### src/rhrp_pkg.sv
`default_nettype none

package rhrp_pkg;

    localparam int CAPACITY = 1024;

    // result status codes
    localparam logic [1:0] STATUS_OK    = 2'd0;
    localparam logic [1:0] STATUS_EMPTY = 2'd1;
    localparam logic [1:0] STATUS_DROP  = 2'd2;

    localparam int PC_W = 5;

    typedef struct packed {
        logic       action;
        logic [7:0] data_in;
        logic       last_in;
    } t_in;

    typedef struct packed {
        logic [7:0] data_out;
        logic       last_out;
        logic [1:0] status;
    } t_out;

    typedef enum logic {
        PH_LOADING,
        PH_READING
    } t_phase;

    typedef enum logic [1:0] {
        PTR_HOLD,
        PTR_FIRST,
        PTR_SECOND,
        PTR_STEP
    } t_ptr_op;

    typedef enum logic [2:0] {
        MEM_NONE,
        MEM_RD_I,
        MEM_RD_J,
        MEM_WR_I,
        MEM_WR_J
    } t_mem_op;

    typedef enum logic [2:0] {
        STK_NONE,
        STK_ROOT,
        STK_POP,
        STK_RIGHT,
        STK_LEFT
    } t_stk_op;

    typedef enum logic [2:0] {
        COND_NEXT,
        COND_ALWAYS,
        COND_EMPTY,
        COND_SHORT,
        COND_SPAN
    } t_cond;

    typedef struct packed {
        t_ptr_op          ptr;
        t_mem_op          mem;
        logic             latch_tmp;
        t_stk_op          stk;
        logic             load_mid;
        t_cond            cond;
        logic [PC_W-1:0]  target;
        logic             done;
    } t_ctrl;

    typedef struct packed {
        logic empty;
        logic short_seg;
        logic span_done;
    } t_flags;

    localparam t_ctrl CTRL_NOP = '{
        ptr:       PTR_HOLD,
        mem:       MEM_NONE,
        latch_tmp: 1'b0,
        stk:       STK_NONE,
        load_mid:  1'b0,
        cond:      COND_NEXT,
        target:    '0,
        done:      1'b0
    };

    // program step addresses
    localparam logic [PC_W-1:0] ST_ROOT   = 5'd0;
    localparam logic [PC_W-1:0] ST_TEST   = 5'd1;
    localparam logic [PC_W-1:0] ST_POP    = 5'd2;
    localparam logic [PC_W-1:0] ST_CHECK  = 5'd3;
    localparam logic [PC_W-1:0] ST_A_INIT = 5'd4;
    localparam logic [PC_W-1:0] ST_A_CHK  = 5'd5;
    localparam logic [PC_W-1:0] ST_A_RDJ  = 5'd6;
    localparam logic [PC_W-1:0] ST_A_WRI  = 5'd7;
    localparam logic [PC_W-1:0] ST_A_WRJ  = 5'd8;
    localparam logic [PC_W-1:0] ST_B_INIT = 5'd9;
    localparam logic [PC_W-1:0] ST_B_CHK  = 5'd10;
    localparam logic [PC_W-1:0] ST_B_RDJ  = 5'd11;
    localparam logic [PC_W-1:0] ST_B_WRI  = 5'd12;
    localparam logic [PC_W-1:0] ST_B_WRJ  = 5'd13;
    localparam logic [PC_W-1:0] ST_PUSH_R = 5'd14;
    localparam logic [PC_W-1:0] ST_PUSH_L = 5'd15;
    localparam logic [PC_W-1:0] ST_DONE   = 5'd16;

    function automatic t_ctrl rom_word(input logic [PC_W-1:0] pc);
        t_ctrl w;
        w = CTRL_NOP;
        unique case (pc)
            ST_ROOT:   w.stk = STK_ROOT;
            ST_TEST: begin
                w.cond   = COND_EMPTY;
                w.target = ST_DONE;
            end
            ST_POP:    w.stk = STK_POP;
            ST_CHECK: begin
                w.load_mid = 1'b1;
                w.cond     = COND_SHORT;
                w.target   = ST_TEST;
            end
            ST_A_INIT: w.ptr = PTR_FIRST;
            ST_A_CHK: begin
                w.mem    = MEM_RD_I;
                w.cond   = COND_SPAN;
                w.target = ST_B_INIT;
            end
            ST_A_RDJ: begin
                w.mem       = MEM_RD_J;
                w.latch_tmp = 1'b1;
            end
            ST_A_WRI:  w.mem = MEM_WR_I;
            ST_A_WRJ: begin
                w.mem    = MEM_WR_J;
                w.ptr    = PTR_STEP;
                w.cond   = COND_ALWAYS;
                w.target = ST_A_CHK;
            end
            ST_B_INIT: w.ptr = PTR_SECOND;
            ST_B_CHK: begin
                w.mem    = MEM_RD_I;
                w.cond   = COND_SPAN;
                w.target = ST_PUSH_R;
            end
            ST_B_RDJ: begin
                w.mem       = MEM_RD_J;
                w.latch_tmp = 1'b1;
            end
            ST_B_WRI:  w.mem = MEM_WR_I;
            ST_B_WRJ: begin
                w.mem    = MEM_WR_J;
                w.ptr    = PTR_STEP;
                w.cond   = COND_ALWAYS;
                w.target = ST_B_CHK;
            end
            ST_PUSH_R: w.stk = STK_RIGHT;
            ST_PUSH_L: begin
                w.stk    = STK_LEFT;
                w.cond   = COND_ALWAYS;
                w.target = ST_TEST;
            end
            ST_DONE:   w.done = 1'b1;
            default:   w.done = 1'b1;
        endcase
        return w;
    endfunction

endpackage

`default_nettype wire

### src/rhrp_sequencer.sv
`default_nettype none

module rhrp_sequencer (
    input  wire logic             i_clk,
    input  wire logic             i_rst_n,
    input  wire logic             i_start,
    input  wire rhrp_pkg::t_flags i_flags,
    output rhrp_pkg::t_ctrl       o_ctrl,
    output logic                  o_busy
);

    logic                      r_busy, n_busy;
    logic [rhrp_pkg::PC_W-1:0] r_pc, n_pc;
    rhrp_pkg::t_ctrl           w_word;
    logic                      w_taken;

    always_ff @(posedge i_clk) begin
        if (!i_rst_n) begin
            r_busy <= 1'b0;
            r_pc   <= '0;
        end else begin
            r_busy <= n_busy;
            r_pc   <= n_pc;
        end
    end

    always_comb begin
        w_word = rhrp_pkg::rom_word(r_pc);
        unique case (w_word.cond)
            rhrp_pkg::COND_NEXT:   w_taken = 1'b0;
            rhrp_pkg::COND_ALWAYS: w_taken = 1'b1;
            rhrp_pkg::COND_EMPTY:  w_taken = i_flags.empty;
            rhrp_pkg::COND_SHORT:  w_taken = i_flags.short_seg;
            rhrp_pkg::COND_SPAN:   w_taken = i_flags.span_done;
            default:               w_taken = 1'b0;
        endcase

        n_busy = r_busy;
        n_pc   = r_pc;
        if (r_busy) begin
            n_pc = w_taken ? w_word.target : r_pc + 1'b1;
            if (w_word.done) begin
                n_busy = 1'b0;
            end
        end else if (i_start) begin
            n_busy = 1'b1;
            n_pc   = rhrp_pkg::ST_ROOT;
        end
    end

    assign o_ctrl = r_busy ? w_word : rhrp_pkg::CTRL_NOP;
    assign o_busy = r_busy;

endmodule

`default_nettype wire

### config.mk
export PLATFORM = sky130hd
export DESIGN_NAME = rhrp_sequencer
export DESIGN_NICKNAME = d
export VERILOG_FILES = /design/src/rhrp_pkg.sv /design/src/rhrp_sequencer.sv
export SDC_FILE = /design/constraint.sdc
export NUM_CORES = 1
export LEC_CHECK = 0
export BUFFER_PORTS_ARGS = -buffer_cell sky130_fd_sc_hd__clkbuf_2
export CORE_MARGIN = 8
export CORE_UTILIZATION = 49
export DETAILED_ROUTE_END_ITERATION = 12
export GPL_ROUTABILITY_DRIVEN = 0
export PLACE_DENSITY_LB_ADDON = 0.12
export SLEW_MARGIN = 20
export SYNTH_ARGS = -nofsm -noshare
export SYNTH_HDL_FRONTEND = slang
export SYNTH_SLANG_ARGS = --single-unit
### constraint.sdc
create_clock -name i_clk -period 3.4 [get_ports i_clk]
set_clock_uncertainty 0.2 [all_clocks]
set_input_delay 0.17 -clock i_clk [delete_from_list [all_inputs] [get_ports i_clk]]
set_output_delay 0.17 -clock i_clk [all_outputs]
set_load 0.01 [all_outputs]
==> metrics <==
max-cap viol count 0; DRT iter0 DRCs 23; Via density just under 6; post-synth top area cell dfxtp_1; Peak supply drop between 0.15 and 0.2 mV; PnR Total Power between 200 and 250 uW; CTS Buffer Depth 2; Pwr Density 228 mW/mm^2; crit start category register; FMAX between 300 and 400 MHz; Post-synth EDFFs 0; core box area around 0.0015 sq mm; row count 14; worst-skew pair later-pin latency ~0.25 ns; gr usage total 0.138; top cells by area in the synthesized netlist dfxtp_1, ha_1, a21oi_1; post-synthesis cell area 793 sq um; Clock transition at path regs around 0.050 ns; post-synth top area share 0.151; status finished clean; Diodes inserted 0; Tightest Pin Transition approximately 0.67 ns; die width about 56 um; Netlist cell types 41; synth cell count leaders nand2_1, a21oi_1, nor2_1; top_reg_cell synth dfxtp_1; Area after DPL about 890 sq um; Fillers around 150; RSZ-0062 raised after global routing no; routing usage on met2 0.228; relative slew slack 0.555; Placed Cells ~150; met1 Track Usage GR 0.159; register area share after synthesis 0.151; CP Class register to output pin; Mapped Cells 116; drt drc 0; PnR worst setup slack slightly below 0.6 ns; DIE HEIGHT around 56 um; CTS tree yes; port bufs 25; Synth Register Bits 6; crit path time final approximately 2.8 ns; grt ovf 0; final design utilization 0.620; pre-CTS setup slack around 0.83 ns; M3 GR Usage 0.0320; Syn Area/Cell approximately 6.8 sq um; first-pass GRT wire length around 3700 um; maximum fanout along the worst path 9; Crit path required time roughly 3 ns; leakage power 0.414 nW; NumNets Final ~150; number of setup buffers added after CTS 0; Final Cell Area approximately 930 sq um; final hold slack 0.0775 ns; I/O pin count 26; Final period util 0.829; Setup violations, final 0; final setup TNS 0 ns; grt peak-use layer met2; first drt pass iteration count 4; dpl hpwl roughly 1700 um; Post-Route WL roughly 2200 um; die area between 0.003 and 0.004 sq mm; Hold Violations, Final 0; post-DR wirelength/cell 14.2 um; Hold Crit Class input port to register; count leader, synth nand2_1; Finished Layout Cells roughly 150; Critical Path AT 2.45 ns; Routed Antenna Nets 0; DR vias 897; syn nets around 130; initial antenna violation count 0; layout cells sized above 1 0.217; vias in the first global route approximately 860; # H-tree levels 1; clock sink total 6; total CTS buffers 3; max-slew violations 0; area delta synth->final 17.8%; pin count of the biggest net entering global routing 23; starting density of the core 0.527; CP Capture Type output pin; Clk Tree Root Cell clkbuf_4; asr flop ratio synth 0; Synthesis Warnings 0
layout make-up:
| class | instances | area (sq um) | share of cell area |
|---|---|---|---|
| Multi-Input combinational cell | 96 | 604 | 0.647 |
| Timing Repair Buffer | 27 | 145 | 0.155 |
| Sequential cell | 6 | 120 | 0.129 |
| Clock buffer | 3 | 22.5 | 0.0241 |
| Inverter | 6 | 22.5 | 0.0241 |
| Tap cell | 16 | 20.0 | 0.0214 |
cells in the final DEF (no fill, tap or decap), drive strengths merged, types with 2 or more instances in the layout:
| cell type | n |
|---|---|
| o21a | 2 |
| mux2i | 2 |
| nor3 | 4 |
| a21oi | 11 |
| nand2 | 12 |
| nor3b | 2 |
| a221o | 2 |
| nand2b | 3 |
| nor2b | 5 |
| and2 | 6 |
| nand4 | 3 |
| o21ai | 7 |
| or2b | 2 |
| clkbuf | 28 |
| nor2 | 8 |
| ha | 5 |
| dfxtp | 6 |
| dlygate4sd3 | 2 |
| inv | 6 |
| and3 | 3 |
| nand3 | 3 |
| or2 | 2 |
kinds of logic after synthesis:
| family | synth area share |
|---|---|
| compound gates | 0.238 |
| fa+ha+maj | 0.0789 |
| buf+inv | 0.0867 |
| flops | 0.151 |
| mux | 0.0394 |
| simple gates | 0.405 |
per-layer routing:
layer  up-vias  part of all wire
li1        459                 -
met3         5             0.065
met1       402              0.46
met4         0             0.019
met2        31              0.46
met5         -                 0
critical path, cell delays in order (launching register included):
cell and delay, ns:
dfxtp_1 0.35, ha_1 0.32, and3_1 0.23, ha_1 0.18, inv_1 0.05, o31a_1 0.20, o21a_1 0.19, nor4bb_1 0.46
clkbuf_2 0.22
sequential cells by signal (all words and copies together), names as in the netlist:
register  flops
o_busy        1
r_pc          5
path summary, 6_finish.rpt:
kind,start,to,slack [ns],depth (start not counted)
worst min-delay path,i_start,r_pc[1],0.08,4
worst max-delay path,r_pc[0],o_ctrl[0],0.58,8
worst min register to register,r_pc[1],r_pc[1],0.31,2
worst max register to register,r_pc[3],r_pc[2],0.79,8
report_power, final:
group | internal (mW) | switching [mW]
sequential | 0.0738 | 0.00851
combinational | 0.0284 | 0.0356
clock | 0.0400 | 0.0270
total | 0.142 | 0.0711
what timing repair did:
item,CTS,global route
endpoints found under the hold margin,1,0
hold buffers,2,0
resized for setup,0,0
(Power assumes the default switching activity.)
