$ cat config.mk
export PLATFORM = sky130hd
export DESIGN_NAME = rhrp_datapath
export DESIGN_NICKNAME = d
export VERILOG_FILES = /design/src/rhrp_pkg.sv /design/src/rhrp_datapath.sv
export SDC_FILE = /design/constraint.sdc
export NUM_CORES = 1
export LEC_CHECK = 0
export ABC_AREA = 1
export BUFFER_PORTS_ARGS = -buffer_cell sky130_fd_sc_hd__buf_2
export CELL_PAD_IN_SITES_DETAIL_PLACEMENT = 2
export CELL_PAD_IN_SITES_GLOBAL_PLACEMENT = 2
export CORE_UTILIZATION = 47
export CTS_BUF_LIST = sky130_fd_sc_hd__clkbuf_4 sky130_fd_sc_hd__clkbuf_8
export CTS_CLUSTER_SIZE = 40
export DETAILED_ROUTE_END_ITERATION = 8
export HOLD_SLACK_MARGIN = 0.08
export PLACE_DENSITY_LB_ADDON = 0.1
export SLEW_MARGIN = 20
export SYNTH_ARGS = -nofsm -noshare
export SYNTH_HDL_FRONTEND = slang
export SYNTH_SLANG_ARGS = --single-unit
$ cat constraint.sdc
create_clock -name i_clk -period 5.25 [get_ports i_clk]
set_input_delay 0.525 -clock i_clk [delete_from_list [all_inputs] [get_ports i_clk]]
set_output_delay 0.525 -clock i_clk [all_outputs]
set_load 0.02 [all_outputs]
$ cat src/rhrp_pkg.sv
`default_nettype none

package rhrp_pkg;

    localparam int CAPACITY = 1024;

    // result status codes
    localparam logic [1:0] STATUS_OK    = 2'd0;
    localparam logic [1:0] STATUS_EMPTY = 2'd1;
    localparam logic [1:0] STATUS_DROP  = 2'd2;

    localparam int PC_W = 5;

    typedef struct packed {
        logic       action;
        logic [7:0] data_in;
        logic       last_in;
    } t_in;

    typedef struct packed {
        logic [7:0] data_out;
        logic       last_out;
        logic [1:0] status;
    } t_out;

    typedef enum logic {
        PH_LOADING,
        PH_READING
    } t_phase;

    typedef enum logic [1:0] {
        PTR_HOLD,
        PTR_FIRST,
        PTR_SECOND,
        PTR_STEP
    } t_ptr_op;

    typedef enum logic [2:0] {
        MEM_NONE,
        MEM_RD_I,
        MEM_RD_J,
        MEM_WR_I,
        MEM_WR_J
    } t_mem_op;

    typedef enum logic [2:0] {
        STK_NONE,
        STK_ROOT,
        STK_POP,
        STK_RIGHT,
        STK_LEFT
    } t_stk_op;

    typedef enum logic [2:0] {
        COND_NEXT,
        COND_ALWAYS,
        COND_EMPTY,
        COND_SHORT,
        COND_SPAN
    } t_cond;

    typedef struct packed {
        t_ptr_op          ptr;
        t_mem_op          mem;
        logic             latch_tmp;
        t_stk_op          stk;
        logic             load_mid;
        t_cond            cond;
        logic [PC_W-1:0]  target;
        logic             done;
    } t_ctrl;

    typedef struct packed {
        logic empty;
        logic short_seg;
        logic span_done;
    } t_flags;

    localparam t_ctrl CTRL_NOP = '{
        ptr:       PTR_HOLD,
        mem:       MEM_NONE,
        latch_tmp: 1'b0,
        stk:       STK_NONE,
        load_mid:  1'b0,
        cond:      COND_NEXT,
        target:    '0,
        done:      1'b0
    };

    // program step addresses
    localparam logic [PC_W-1:0] ST_ROOT   = 5'd0;
    localparam logic [PC_W-1:0] ST_TEST   = 5'd1;
    localparam logic [PC_W-1:0] ST_POP    = 5'd2;
    localparam logic [PC_W-1:0] ST_CHECK  = 5'd3;
    localparam logic [PC_W-1:0] ST_A_INIT = 5'd4;
    localparam logic [PC_W-1:0] ST_A_CHK  = 5'd5;
    localparam logic [PC_W-1:0] ST_A_RDJ  = 5'd6;
    localparam logic [PC_W-1:0] ST_A_WRI  = 5'd7;
    localparam logic [PC_W-1:0] ST_A_WRJ  = 5'd8;
    localparam logic [PC_W-1:0] ST_B_INIT = 5'd9;
    localparam logic [PC_W-1:0] ST_B_CHK  = 5'd10;
    localparam logic [PC_W-1:0] ST_B_RDJ  = 5'd11;
    localparam logic [PC_W-1:0] ST_B_WRI  = 5'd12;
    localparam logic [PC_W-1:0] ST_B_WRJ  = 5'd13;
    localparam logic [PC_W-1:0] ST_PUSH_R = 5'd14;
    localparam logic [PC_W-1:0] ST_PUSH_L = 5'd15;
    localparam logic [PC_W-1:0] ST_DONE   = 5'd16;

    function automatic t_ctrl rom_word(input logic [PC_W-1:0] pc);
        t_ctrl w;
        w = CTRL_NOP;
        unique case (pc)
            ST_ROOT:   w.stk = STK_ROOT;
            ST_TEST: begin
                w.cond   = COND_EMPTY;
                w.target = ST_DONE;
            end
            ST_POP:    w.stk = STK_POP;
            ST_CHECK: begin
                w.load_mid = 1'b1;
                w.cond     = COND_SHORT;
                w.target   = ST_TEST;
            end
            ST_A_INIT: w.ptr = PTR_FIRST;
            ST_A_CHK: begin
                w.mem    = MEM_RD_I;
                w.cond   = COND_SPAN;
                w.target = ST_B_INIT;
            end
            ST_A_RDJ: begin
                w.mem       = MEM_RD_J;
                w.latch_tmp = 1'b1;
            end
            ST_A_WRI:  w.mem = MEM_WR_I;
            ST_A_WRJ: begin
                w.mem    = MEM_WR_J;
                w.ptr    = PTR_STEP;
                w.cond   = COND_ALWAYS;
                w.target = ST_A_CHK;
            end
            ST_B_INIT: w.ptr = PTR_SECOND;
            ST_B_CHK: begin
                w.mem    = MEM_RD_I;
                w.cond   = COND_SPAN;
                w.target = ST_PUSH_R;
            end
            ST_B_RDJ: begin
                w.mem       = MEM_RD_J;
                w.latch_tmp = 1'b1;
            end
            ST_B_WRI:  w.mem = MEM_WR_I;
            ST_B_WRJ: begin
                w.mem    = MEM_WR_J;
                w.ptr    = PTR_STEP;
                w.cond   = COND_ALWAYS;
                w.target = ST_B_CHK;
            end
            ST_PUSH_R: w.stk = STK_RIGHT;
            ST_PUSH_L: begin
                w.stk    = STK_LEFT;
                w.cond   = COND_ALWAYS;
                w.target = ST_TEST;
            end
            ST_DONE:   w.done = 1'b1;
            default:   w.done = 1'b1;
        endcase
        return w;
    endfunction

endpackage

`default_nettype wire

$ cat src/rhrp_datapath.sv
`default_nettype none

module rhrp_datapath #(
    parameter int CAPACITY = rhrp_pkg::CAPACITY
) (
    input  wire logic                        i_clk,
    input  wire logic                        i_rst_n,
    input  wire rhrp_pkg::t_ctrl             i_ctrl,
    input  wire logic [$clog2(CAPACITY+1)-1:0] i_count,
    input  wire logic [7:0]                  i_rdata,
    output rhrp_pkg::t_flags                 o_flags,
    output logic                             o_we,
    output logic [$clog2(CAPACITY)-1:0]      o_addr,
    output logic [7:0]                       o_wdata
);

    localparam int AW  = $clog2(CAPACITY);
    localparam int CW  = $clog2(CAPACITY + 1);
    // one level per halving plus the pair pushed last
    localparam int SD  = $clog2(CAPACITY) + 2;
    localparam int SI  = $clog2(SD);
    localparam int SPW = $clog2(SD + 1);

    logic [CW-1:0]  r_lo, r_hi, r_mid, r_i, r_j;
    logic [7:0]     r_tmp;
    logic [CW-1:0]  r_stk_lo [SD];
    logic [CW-1:0]  r_stk_hi [SD];
    logic [SPW-1:0] r_sp;

    logic [CW-1:0]  w_len;
    logic [CW-1:0]  w_jm1;
    logic [SPW-1:0] w_sp_dec;
    logic [SI-1:0]  w_top;
    logic [SI-1:0]  w_push;
    logic [CW:0]    w_i_inc;

    assign w_len    = r_hi - r_lo;
    assign w_jm1    = r_j - CW'(1);
    assign w_sp_dec = r_sp - SPW'(1);
    assign w_top    = w_sp_dec[SI-1:0];
    assign w_push   = r_sp[SI-1:0];
    assign w_i_inc  = {1'b0, r_i} + (CW+1)'(1);

    assign o_flags.empty     = (r_sp == '0);
    assign o_flags.short_seg = (w_len <= CW'(2));
    assign o_flags.span_done = (w_i_inc >= {1'b0, r_j});

    always_comb begin
        o_we    = 1'b0;
        o_addr  = r_i[AW-1:0];
        o_wdata = i_rdata;
        case (i_ctrl.mem)
            rhrp_pkg::MEM_RD_J: o_addr = w_jm1[AW-1:0];
            rhrp_pkg::MEM_WR_I: o_we = 1'b1;
            rhrp_pkg::MEM_WR_J: begin
                o_we    = 1'b1;
                o_addr  = w_jm1[AW-1:0];
                o_wdata = r_tmp;
            end
            default: ;
        endcase
    end

    always_ff @(posedge i_clk) begin
        if (!i_rst_n) begin
            r_sp <= '0;
        end else begin
            case (i_ctrl.stk)
                rhrp_pkg::STK_ROOT:  r_sp <= SPW'(1);
                rhrp_pkg::STK_POP:   r_sp <= w_sp_dec;
                rhrp_pkg::STK_RIGHT,
                rhrp_pkg::STK_LEFT:  r_sp <= r_sp + SPW'(1);
                default: ;
            endcase
        end
    end

    always_ff @(posedge i_clk) begin
        case (i_ctrl.stk)
            rhrp_pkg::STK_ROOT: begin
                r_stk_lo[0] <= '0;
                r_stk_hi[0] <= i_count;
            end
            rhrp_pkg::STK_POP: begin
                r_lo <= r_stk_lo[w_top];
                r_hi <= r_stk_hi[w_top];
            end
            rhrp_pkg::STK_RIGHT: begin
                r_stk_lo[w_push] <= r_mid;
                r_stk_hi[w_push] <= r_hi;
            end
            rhrp_pkg::STK_LEFT: begin
                r_stk_lo[w_push] <= r_lo;
                r_stk_hi[w_push] <= r_mid;
            end
            default: ;
        endcase

        if (i_ctrl.load_mid) begin
            r_mid <= r_lo + (w_len >> 1);
        end

        if (i_ctrl.latch_tmp) begin
            r_tmp <= i_rdata;
        end

        case (i_ctrl.ptr)
            rhrp_pkg::PTR_FIRST: begin
                r_i <= r_lo;
                r_j <= r_mid;
            end
            rhrp_pkg::PTR_SECOND: begin
                r_i <= r_mid;
                r_j <= r_hi;
            end
            rhrp_pkg::PTR_STEP: begin
                r_i <= w_i_inc[CW-1:0];
                r_j <= w_jm1;
            end
            default: ;
        endcase
    end

endmodule

`default_nettype wire
==> out/metrics.csv, run 1 <==
metric,value,unit
outcome,"complete, no violations",
synth.distinct_cells,44,
syn_avg_cell_area,11.1,um^2
finalHoldViolations,0,
h-tree-depth,2,
cp.arrival,3.06,ns
synth.most_common_cell,edfxtp_1,
maxCapViolCount,0,
fp.dieW,182,um
min_from,i_rdata[0],
numClockSinks,331,
via_per_inst,6.12,
ir_drop,0.000240,V
start_kind,flop,
max_clock_freq,279,MHz
yosysSeqAreaShare,0.652,
post_cts_buffers,0,
vias,11406,
reg2reg_depth,17,
holdPathEnd,r_tmp[0]$_DFFE_PP_,
crit_buf_inv,2,
ioPinCount,62,
grt_max_degree,86,
max_stage_delay,0.41,ns
clkTransAtPathRegs,0.06,ns
die_y,182,um
final_area,0.0169,mm^2
min_period,3.58,ns
hp-class,in2reg,
cts_tree,done,
cp_top_family,simple AND/OR/NAND/NOR gates,
grt_antenna_before_repair,1,
leakage,6.27,nW
ant_nets,0,
dp_hpwl,33700,um
place_congestion,0.908,
cpMostUsedCell,nand2_1,
syn_area,0.0152,mm^2
nets,1508,
path_cells,"ha_1, nand2_1, nor2_1, nand4_1, nor2_1, xnor2_1, inv_1, ha_1, nand2_1, nor2_1, nand2_1, nand2_1, nand3b_1, buf_2",
crit_required,4.72,ns
top_layer,met5,
ys_warn_count,0,
synth_top_flop_cell,edfxtp_1,
powerDensity,433,mW/mm^2
area_growth,11.2,%
cts_made_buffers,55,
timing.rr.start,r_hi[0]$_DFFE_PP_,
wl_per_cell,28.6,um
row_count,65,
firstDrtPassIters,5,
drt-total-wl,53400,um
end_kind,primary output,
start_util,0.480,
grt_pass1_vias,12614,
core-area,0.0316,mm^2
place_area,0.0158,mm^2
met2_wirelength,27400,um
relSlewSlack,0.254,
grt_setup_unrepaired,false,
setup_viol,0,
ff2ff_setup_slack,1.70,ns
cts_buffer_depth,3,
min_path_cells,1,
ctsResizeCount,0,
grt_pass1_wl,78700,um
synthArstFlopShare,0,
critPathKind,reg2out,
finalCritPeriodShare,0.682,
die_area,0.0330,mm^2
syn_inst,1362,
synth.area.top_cells,"edfxtp_1 (65%), o21ai_0 (5.8%), nor2_1 (5.0%)",
cpMaxStageDelayCell,edfxtp_1,
synth_nets,1440,
r2r-end,r_mid[10]$_DFFE_PP_,
cts_hold_buffers,0,
synth_top_area_share,0.647,
final.setup.tns,0,ns
drtIter0Drc,978,
wl_met3,2770,um
grt_usage,0.325,
ys_top_cells_by_count,"edfxtp_1 (327), nor2_1 (204), o21ai_0 (177)",
worstSkewPairLatency,0.63,ns
slew_viol_final,0,
cp_max_fo,4,
worstMarginPinSlew,1.12,ns
synth.largest_area_cell,edfxtp_1,
met1_length,21200,um
drc_errors,0,
fin_skew,0.0373,ns
root_buffer,clkbuf_8,
grt_overflow,0,
io_buffers,52,
drive_gt1_frac,0.135,
ys_ff_latch,331,
synth_edf_count,327,
## placed cells by master, fill, tap and decap left out, drive strengths merged, types with 2 or more instances in the layout
cell type and instances:
a21oi 34, a31oi 2, buf 75, clkbuf 73, clkinv 17, dfxtp 4, edfxtp 327, fa 2
ha 36, inv 106, mux2 9, nand2 161, nand3 35, nand3b 4, nand4 6, nor2 205
nor3 8, o2111ai 2, o21ai 230, o21bai 3, o221ai 18, o22ai 69, or2 2, xnor2 3
xor2 23
## power by group
part / internal (mW) / switching (mW)
clock: 1.14 / 1.05
sequential: 3.15 / 0.139
combinational: 0.502 / 1.32
## how the worst max path moves through the flow
| stage | startpoint | endpoint | slack [ns] | depth (start not counted) |
|---|---|---|---|---|
| 2_1_floorplan | i_ctrl[11] | r_stk_hi[0][0]$_DFFE_PP_ | 2.14 | 7 |
| 3_3_place_gp | r_hi[0]$_DFFE_PP_ | r_mid[10]$_DFFE_PP_ | 1.98 | 16 |
| 3_5_place_dp | i_ctrl[12] | r_stk_hi[7][8]$_DFFE_PP_ | 1.45 | 6 |
| 4_1_cts | r_i[0]$_DFFE_PP_ | o_flags[0] | 1.61 | 14 |
| 5_1_grt | r_i[0]$_DFFE_PP_ | o_flags[0] | 1.38 | 14 |
| 6_report | r_i[0]$_DFFE_PP_ | o_flags[0] | 1.67 | 14 |
## metrics by stage
step / hold slack, ns / power [mW] / utilization / instances / worst slack, ns
global placement: 0.555 / 4.95 / 0.501 / 1773 / 1.98
finish: 0.112 / 7.31 / 0.534 / 1865 / 1.67
floorplan: 0.501 / 4.39 / - / 1362 / 2.14
CTS: 0.107 / 7.29 / 0.532 / 1862 / 1.61
detailed placement: 0.576 / 5.08 / 0.501 / 1773 / 1.45
global route: 0.101 / 7.60 / 0.534 / 1864 / 1.38
## cell type report
class | count | area (um^2)
Sequential cell | 331 | 9900
Antenna cell | 1 | 2.50
Timing Repair Buffer | 75 | 440
Tap cell | 402 | 503
Inverter | 108 | 408
Clock buffer | 73 | 892
Clock inverter | 16 | 113
Multi-Input combinational cell | 859 | 4630
Fill cell | 3105 | 14700
## layer usage
layer  vias up  global-route usage
met5         -                   0
met1      5847               0.397
met2       412               0.578
met3       132              0.0439
li1       5013                   -
met4         2               0.135
## flip-flops by register name, summed over array words and instances, names as in the netlist
signal    cells
r_mid        11
r_j          11
r_stk_hi    132
r_tmp         8
r_stk_lo    132
r_sp          4
r_hi         11
r_i          11
r_lo         11
## cells by family after synthesis
kind of cell,after synthesis,share of synthesized area
DFF,331,0.652
AOI/OAI and AO/OA,362,0.132
xor gates and xnor gates,26,0.0162
and+or+nand+nor,424,0.113
muxes,9,0.00667
adders and majority gates,38,0.0323
buffers and inverters,172,0.0481
No activity file was read; power rests on OpenSTA's default activity.
==> run 2: changes to the inputs <==
- CORE_UTILIZATION: 47 -> 39
- clock period: 5.25 -> 3 ns (I/O delays scaled with it)
==> out/metrics.csv, run 2 (same netlist as run 1, synthesis figures left out) <==
metric,value,unit
grt_overflow,0,
setup_ws,-0.136,ns
via_per_inst,5.61,
place_area,0.0165,mm^2
clkTransAtPathRegs,0.06,ns
slew_viol_final,0,
cp_max_fo,3,
reg_top3,"r_stk_hi (132), r_stk_lo (132)",
powerDensity,738,mW/mm^2
start_util,0.399,
row_count,71,
worstSkewPairLatency,0.66,ns
grt_antenna_before_repair,0,
fin_skew,0.0248,ns
fin_cells,2070,
area_growth,19.0,%
cts_tree,done,
ant_nets,0,
die_area,0.0397,mm^2
leakage,6.76,nW
grt_pass1_wl,80000,um
crit_required,2.70,ns
worstMarginPinSlew,1.12,ns
clkPwrFrac,0.303,
ff2ff_setup_slack,0.15,ns
drtIter0Drc,684,
start_kind,flop,
fp.dieW,199,um
grt_pass1_vias,12849,
outcome,finished with violations,
diodes,0,
grt_max_degree,82,
max_clock_freq,319,MHz
critPathKind,reg2out,
end_kind,primary output,
die_y,199,um
violations,negative setup slack,
internal_power,8.72,mW
firstDrtPassIters,5,
final_cell_mix,"edfxtp_1 (327), nor2_1 (185), o21ai_0 (174)",
drive_gt1_frac,0.205,
finalCritPeriodShare,1.05,
h-tree-depth,2,
ioPinCount,62,
timing.hold.ws,0.186,ns
drc_errors,0,
core-area,0.0380,mm^2
final.setup.tns,-0.136,ns
power_frac_seq,0.430,
maxCapViolCount,0,
drt-total-wl,53800,um
cp.arrival,2.84,ns
fin_total_pwr,13.3,mW
cts_buffer_depth,3,
finalHoldViolations,0,
numClockSinks,331,
grt_setup_unrepaired,true,
switching_power,4.61,mW
swShare,0.346,
root_buffer,clkbuf_8,
post-place-ws,-0.0376,ns
ir_drop,0.000370,V
finish.utilization,0.475,
hp-class,in2reg,
relSlewSlack,0.250,
combPwrFrac,0.267,
min_period,3.14,ns
cts_made_buffers,56,
nets,1591,
final_area,0.0181,mm^2
io_buffers,52,
setup_viol,1,
place_congestion,0.937,
grt_usage,0.278,
wl_per_cell,26.0,um
vias,11607,
dp_cells,1934,
dp_hpwl,35000,um
final_common_cell,edfxtp_1,
[run 2: final timing paths]
kind                              from              endpoint  depth (start not counted)
setup reg to reg     r_hi[9]$_DFFE_PP_   r_mid[10]$_DFFE_PP_                         14
setup / recovery      r_i[0]$_DFFE_PP_            o_flags[0]                         14
hold reg to reg   r_sp[1]$_SDFFE_PN0P_  r_sp[1]$_SDFFE_PN0P_                          2
hold / removal              i_ctrl[11]  r_sp[0]$_SDFFE_PN0P_                          4
[run 2: power by group through the flow]
stage,Combinational [mW],Clock (mW),Sequential (mW)
after global placement,3.17,0,5.80
after CTS,3.47,4.13,5.73
after global routing,3.88,4.31,5.74
after detailed placement,3.34,0,5.81
final,3.57,4.03,5.73
after floorplan,1.99,0,5.69
[run 2: what timing repair did]
action,4_1_cts,5_1_grt
resized for setup,31,33
endpoints found under the setup margin,5,8
endpoints found under the hold margin,34,0
buffers inserted,11,8
pin swaps,18,22
hold buffers,13,0
gates cloned,0,0
[run 2: layout make-up]
type | instances | area, um^2
inverter | 108 | 410
tap | 511 | 639
clock inverter | 31 | 188
multi-input combinational | 859 | 4840
clock buffer | 73 | 905
fill | 3929 | 20000
timing repair buffer | 157 | 1180
sequential | 331 | 9900
[run 2: layer usage]
layer	part of all wire	global-route usage
met5	0	0
met4	0.036	0.119
met3	0.034	0.0336
met2	0.52	0.493
met1	0.41	0.341
[run 2: worst max-delay path, stage by stage, from the launching register on]
cell	delay (ns)
edfxtp_1	0.37
ha_2	0.19
nand2_2	0.08
nor2_4	0.13
nand4_1	0.15
nor2_2	0.19
xnor2_2	0.16
inv_2	0.07
ha_4	0.28
nand2_4	0.06
nor2_4	0.12
nand2_1	0.08
nand2_1	0.08
nand3b_1	0.13
buf_6	0.13
